$ cat src/design/complex_divide_top_defines.svh
// Assertion macros for the complex divider.
// Used by complex_divide_top; no other dependencies.
`ifndef COMPLEX_DIVIDE_TOP_DEFINES_SVH
`define COMPLEX_DIVIDE_TOP_DEFINES_SVH
`ifndef SYNTH
`define CD_ASSERT_IMP(lbl, ante, cons, msg) \
    lbl: assert property (@(posedge aclk) disable iff (!aresetn) (ante) |-> (cons)) \
        else $error(msg);
`define CD_ASSERT_NXT(lbl, ante, cons, msg) \
    lbl: assert property (@(posedge aclk) disable iff (!aresetn) (ante) |=> (cons)) \
        else $error(msg);
`else
`define CD_ASSERT_IMP(lbl, ante, cons, msg)
`define CD_ASSERT_NXT(lbl, ante, cons, msg)
`endif
`endif

$ cat src/design/cdiv_pkg.sv
// Shared types, constants and helpers of the complex divider.
// No dependencies.
package cdiv_pkg;

    localparam int CDIV_FRAC_BITS = 24;

    typedef struct packed {
        logic signed [31:0] dividend_re;
        logic signed [31:0] dividend_im;
        logic signed [31:0] divisor_re;
        logic signed [31:0] divisor_im;
    } cdiv_in_t;

    typedef struct packed {
        logic signed [31:0] quotient_re;
        logic signed [31:0] quotient_im;
        logic               divide_fault;
        logic               saturated;
        logic [31:0]        fault_total;
    } cdiv_out_t;

    // request to the shared divider
    typedef struct packed {
        logic        start;
        logic        neg;
        logic [63:0] num;
        logic [63:0] den;
    } cdiv_req_t;

    // answer from the shared divider
    typedef struct packed {
        logic        done;
        logic        sat;
        logic [31:0] quo;
    } cdiv_rsp_t;

    // two's complement to magnitude; -2^31 maps to 2^31
    function automatic logic [31:0] mag32(input logic [31:0] v);
        mag32 = v[31] ? (~v + 32'd1) : v;
    endfunction

    // sign/magnitude add, result sign in bit 64
    function automatic logic [64:0] sm_add(input logic na, input logic [63:0] ma,
                                           input logic nb, input logic [63:0] mb);
        logic [64:0] r;
        if (na == nb) begin
            r = {na, ma + mb};
        end else if (ma >= mb) begin
            r = {na, ma - mb};
        end else begin
            r = {nb, mb - ma};
        end
        sm_add = r;
    endfunction

endpackage

$ cat src/design/cdiv_divider.sv
// Shared radix-2 restoring divider: (num << FRAC_BITS) / den, 32-bit result,
// sign applied and saturated. Depends on cdiv_pkg.
module cdiv_divider import cdiv_pkg::*; #(
    parameter int FRAC_BITS = CDIV_FRAC_BITS
) (
    input  logic      aclk,
    input  logic      aresetn,
    input  cdiv_req_t req,
    output cdiv_rsp_t rsp
);

    localparam int NW = 64 + FRAC_BITS;

    typedef enum logic [2:0] {
        D_IDLE = 3'b001,
        D_RUN  = 3'b010,
        D_FIN  = 3'b100
    } dstate_t;

    dstate_t     state_reg, state_next;
    logic [4:0]  cnt_reg, cnt_next;
    logic [64:0] rem_reg, rem_next;
    logic [31:0] low_reg, low_next;
    logic [31:0] q_reg, q_next;
    logic [63:0] den_reg, den_next;
    logic        neg_reg, neg_next;
    logic        ovf_reg, ovf_next;
    logic        done_reg, done_next;
    logic        sat_reg, sat_next;
    logic [31:0] quo_reg, quo_next;

    logic [NW-1:0] n_w;
    logic [64:0]   trial;
    logic [64:0]   diff;
    logic [31:0]   limit;
    logic          fin_sat;
    logic [31:0]   qm;

    assign n_w   = {req.num, {FRAC_BITS{1'b0}}};
    assign trial = {rem_reg[63:0], low_reg[31]};
    assign diff  = trial - {1'b0, den_reg};
    assign limit = neg_reg ? 32'h8000_0000 : 32'h7FFF_FFFF;
    assign fin_sat = ovf_reg | (q_reg > limit);
    assign qm    = fin_sat ? limit : q_reg;

    // sequence: load, 32 shift/subtract steps (skipped on overflow), then sign and clamp
    always_comb begin
        state_next = state_reg;
        cnt_next   = cnt_reg;
        rem_next   = rem_reg;
        low_next   = low_reg;
        q_next     = q_reg;
        den_next   = den_reg;
        neg_next   = neg_reg;
        ovf_next   = ovf_reg;
        done_next  = 1'b0;
        sat_next   = sat_reg;
        quo_next   = quo_reg;
        case (state_reg)
            D_IDLE: begin
                if (req.start) begin
                    rem_next = 65'(n_w[NW-1:32]);
                    low_next = n_w[31:0];
                    den_next = req.den;
                    neg_next = req.neg;
                    q_next   = '0;
                    cnt_next = '0;
                    ovf_next = (65'(n_w[NW-1:32]) >= {1'b0, req.den});
                    state_next = (65'(n_w[NW-1:32]) >= {1'b0, req.den}) ? D_FIN : D_RUN;
                end
            end
            D_RUN: begin
                if (!diff[64]) begin
                    rem_next = diff;
                end else begin
                    rem_next = trial;
                end
                q_next   = {q_reg[30:0], ~diff[64]};
                low_next = {low_reg[30:0], 1'b0};
                cnt_next = cnt_reg + 5'd1;
                if (cnt_reg == 5'd31) begin
                    state_next = D_FIN;
                end
            end
            D_FIN: begin
                sat_next   = fin_sat;
                quo_next   = neg_reg ? (32'd0 - qm) : qm;
                done_next  = 1'b1;
                state_next = D_IDLE;
            end
            default: state_next = D_IDLE;
        endcase
    end

    always_ff @(posedge aclk) begin
        if (!aresetn) begin
            state_reg <= D_IDLE;
            done_reg  <= 1'b0;
        end else begin
            state_reg <= state_next;
            done_reg  <= done_next;
        end
        cnt_reg <= cnt_next;
        rem_reg <= rem_next;
        low_reg <= low_next;
        q_reg   <= q_next;
        den_reg <= den_next;
        neg_reg <= neg_next;
        ovf_reg <= ovf_next;
        sat_reg <= sat_next;
        quo_reg <= quo_next;
    end

    assign rsp.done = done_reg;
    assign rsp.sat  = sat_reg;
    assign rsp.quo  = quo_reg;

endmodule

$ cat config.mk
export PLATFORM = sky130hd
export DESIGN_NAME = cdiv_divider
export DESIGN_NICKNAME = d
export VERILOG_FILES = /design/src/design/complex_divide_top_defines.svh /design/src/design/cdiv_pkg.sv /design/src/design/cdiv_divider.sv
export SDC_FILE = /design/constraint.sdc
export NUM_CORES = 1
export LEC_CHECK = 0
export ABC_AREA = 1
export BUFFER_PORTS_ARGS = -buffer_cell sky130_fd_sc_hd__buf_2
export CAP_MARGIN = 0
export CORE_ASPECT_RATIO = 1.5
export CORE_MARGIN = 5
export CORE_UTILIZATION = 55
export DETAILED_ROUTE_END_ITERATION = 6
export GPL_ROUTABILITY_DRIVEN = 0
export MAX_ROUTING_LAYER = met4
export PLACE_DENSITY = 0.85
export SYNTH_ARGS = -nofsm -noshare
export SYNTH_HDL_FRONTEND = slang
export SYNTH_SLANG_ARGS = --single-unit
$ cat constraint.sdc
create_clock -name aclk -period 13.45 [get_ports aclk]
set_input_delay 1.345 -clock aclk [delete_from_list [all_inputs] [get_ports aclk]]
set_output_delay 1.345 -clock aclk [all_outputs]
set_load 0.02 [all_outputs]
==> key figures <==
Run status
  • Result of the run: completed

GRT
  • GRT Residual Overflow: 0
  • Number of antenna violations at the first check in global routing: 1
  • Largest net degree at the start of global routing: 112
  • Via count of the first global-routing pass: about 15k
  • Global-route wire length before repair: approximately 70,000 um
  • Overall Global Routing Usage: approximately a quarter

Worst setup path
  • Worst endpoint required time: 13,730 ps
  • Category of the critical setup timing path: reg2reg
  • Maximum fanout along the worst path: 69
  • Category of the worst setup path launch point: flop
  • Arrival time of data at the critical path endpoint: 5000 ps
  • Critical path endpoint category: flop

Logic synthesis
  • Count of warnings emitted by yosys: 0
  • Main flop type after synthesis: edfxtp_1
  • Most repeated cell in the gate-level netlist after synthesis: nand2_1
  • Average cell area after synthesis: 7.857 um2
  • Syn_nets: 2,408
  • Yosys cell types: 56
  • Share of Yosys cell area claimed by the top area cell type: 37.50%
  • Synth async-reset ratio: 0%
  • Sequential fraction of the synthesis area: 37.98%
  • Cells after Synth: 2,120
  • Syn Std Cell Area: 16,660 um2
  • Cell type with the highest aggregate area in the netlist: edfxtp_1
  • Leading cell types by count after synthesis: 508 x nand2_1, 350 x inv_1, 208 x edfxtp_1, 208 x nor2_1, 155 x ha_1
  • Dominant cells by area after synthesis: edfxtp_1 38%, ha_1 12%, nand2_1 11%, inv_1 7.9%, nor2_1 4.7%
  • Yosys reg bits: around 210
  • Number of synthesized flops with an enable pin: roughly 210

Floorplanning
  • Area inside the core boundary: around 30,000 um2
  • Die footprint: 33,940 um2
  • Number of I/O pins: 166
  • Die span in x: 152.1 um
  • Vertical die dimension: 223.1 um
  • Number of rows created at floorplan: 78
  • Initial core utilization: 55.41%

STA
  • Clock tree skew after final layout: 18.81 ps
  • Post-route clock period utilization: about a third
  • Number of max-slew violations in the final report: 0
  • Min Tclk post-route: 4728 ps
  • Number of setup violations in the final report: 0
  • Setup repair after global routing missed its margin: false
  • Total count of hold-check failures in the final report: 0
  • Transition time at the pin with the least slew margin: 1170 ps
  • Fmax achieved: 211.5 MHz
  • Slew HR: 21.99%
  • Final Hold Slack: 482.5 ps
  • Total negative setup slack: 0 ps

Route
  • Total via count after detailed routing: 15.03k
  • Avg WL per Cell: 15.69 um
  • # DRC: 0
  • DR iter-0 viols: 1,106
  • Router iterations before antenna repair: 6
  • Via density per instance: 5.586
  • Antenna-violating nets left: 0
  • Total wirelength of the detailed-routed design: between 40,000 and 50,000 um

Place
  • Dpl cells: 2,647
  • Post-DP HPWL: 32,830 um
  • Port Buffers: 165

Cells and area
  • Count of placed standard cells in the final layout, fillers left out: 2,690
  • Final layout net count: roughly 2.6k
  • Fill cell count: 2,671
  • Register cell area after layout: around 6300 um2
  • Synthesis-to-layout area growth: 11.01%
  • Multi-input logic area: 8740 um2
  • Share of final-layout standard cells stronger than drive strength 1: 13.20%
  • Post-Route Utilization: 61.51%

Pwr
  • Max IR drop VDD: 76.67 uV
  • Lkg Pwr: 8.890 nW
  • Pwr/cell area: 109.0 nW/um2

Clock network
  • Clock root buffer master: clkbuf_16
  • Clock latency at the later pin of the worst-skew pair: 530 ps
  • Inserted Clock Buffers: 23
  • Count of buffers added by post-CTS timing repair for setup: 0
  • Clock transition at the register clock pins on the worst setup and hold paths after CTS: approximately 60 ps
  • Longest Clk Path Bufs: 3
  • Sinks on the clock net: 212
  • Resized cells post-CTS: 0
  • H-tree levels: 1
  • Post-CTS Hold Buffers: 0
  • CTS tree: built

Flow run
  • Max Cap Viol: 0

Hold path
  • Hold Path Class: reg2reg
## power by group
group          leakage (nW)  total [W]  internal (W)  switching, W
Clock                 0.340   0.000602      0.000340      0.000262
Sequential             2.02   0.000811      0.000786     0.0000254
Combinational          6.53   0.000602      0.000201      0.000401
## metrics by stage
step | instance area (um2) | total power, W | setup WS, ps
floorplan | 16660 | 0.001278 | 3663
global placement | 17790 | 0.001391 | 9162
detailed placement | 17790 | 0.001413 | 8888
CTS | 18490 | 0.002016 | 8884
global route | 18490 | 0.002127 | 8438
finish | 18490 | 0.002015 | 8722
## placed cells by master (no fill, tap or decap), types with 14 or more instances in the layout
| cell type | Yosys | routed |
|---|---|---|
| a21oi_1 | 141 | 141 |
| nand4_1 | 20 | 20 |
| o21ai_0 | 86 | 85 |
| nand2_2 | 21 | 20 |
| a31oi_1 | 22 | 22 |
| o21a_1 | 14 | 14 |
| nor2_1 | 208 | 207 |
| xnor2_1 | 19 | 19 |
| o21ai_1 | 28 | 28 |
| buf_2 | 13 | 165 |
| clkbuf_16 | 0 | 23 |
| o211ai_2 | 33 | 33 |
| ha_1 | 155 | 155 |
| inv_1 | 350 | 349 |
| edfxtp_1 | 208 | 208 |
| xor2_1 | 35 | 35 |
| nand3_1 | 102 | 102 |
| nand2_1 | 508 | 508 |
## area by class of cell
cell class	instances	share of cell area, %
repair buffers	173	4.791
well taps	400	2.707
clock buffers	30	3.309
flip-flops and latches	212	34.21
multi-input cells	1507	47.27
clock inverters	11	0.4737
inverters	355	7.213
diodes	2	0.02707
## cells by family after synthesis
group	share of synthesized area, %
AND/OR/NAND/NOR	23.27
buffers and inverters	9.751
AO/OA/AOI/OAI	14.33
flip-flops	37.98
adder cells (fa/ha/maj)	11.76
XOR/XNOR	2.840
multiplexers	0.06760
## worst max-delay path, stage by stage (launching register included)
cell and delay, ps:
edfxtp_1 320, buf_4 560, clkinv_1 540, ha_1 460, nand2_1 90, nor2_2 160
nand2_1 90, nor2_1 160, nand2_1 110, nand2_4 250, nand2_4 150, nand2_4 440
nand3_1 200, nor2_1 280, nand2_1 120, nor2_1 150, nand2_1 70, nand2_1 70
nand2_1 50, nand2_1 50, nand2_1 60
## per-layer routing
metal | GRT usage, % | share of wire, % | up-vias
met3 | 3.357 | 5.7 | 201
met5 | - | 0 | -
met1 | 26.22 | 37 | 6855
met2 | 45.81 | 51 | 597
met4 | 13.70 | 5.9 | 0
li1 | - | - | 7372
## path summary, 6_finish.rpt
| kind | end | cells past startpoint | start | slack [ps] |
|---|---|---|---|---|
| worst max-delay path | quo_reg[22] | 20 | neg_reg | 8720 |
| worst min-delay path | done_reg | 1 | state_reg[1] | 480 |
| worst max register to register | quo_reg[22] | 20 | neg_reg | 8720 |
| worst min register to register | done_reg | 1 | state_reg[1] | 480 |
Note: power is estimated with default switching activity, not from simulation.
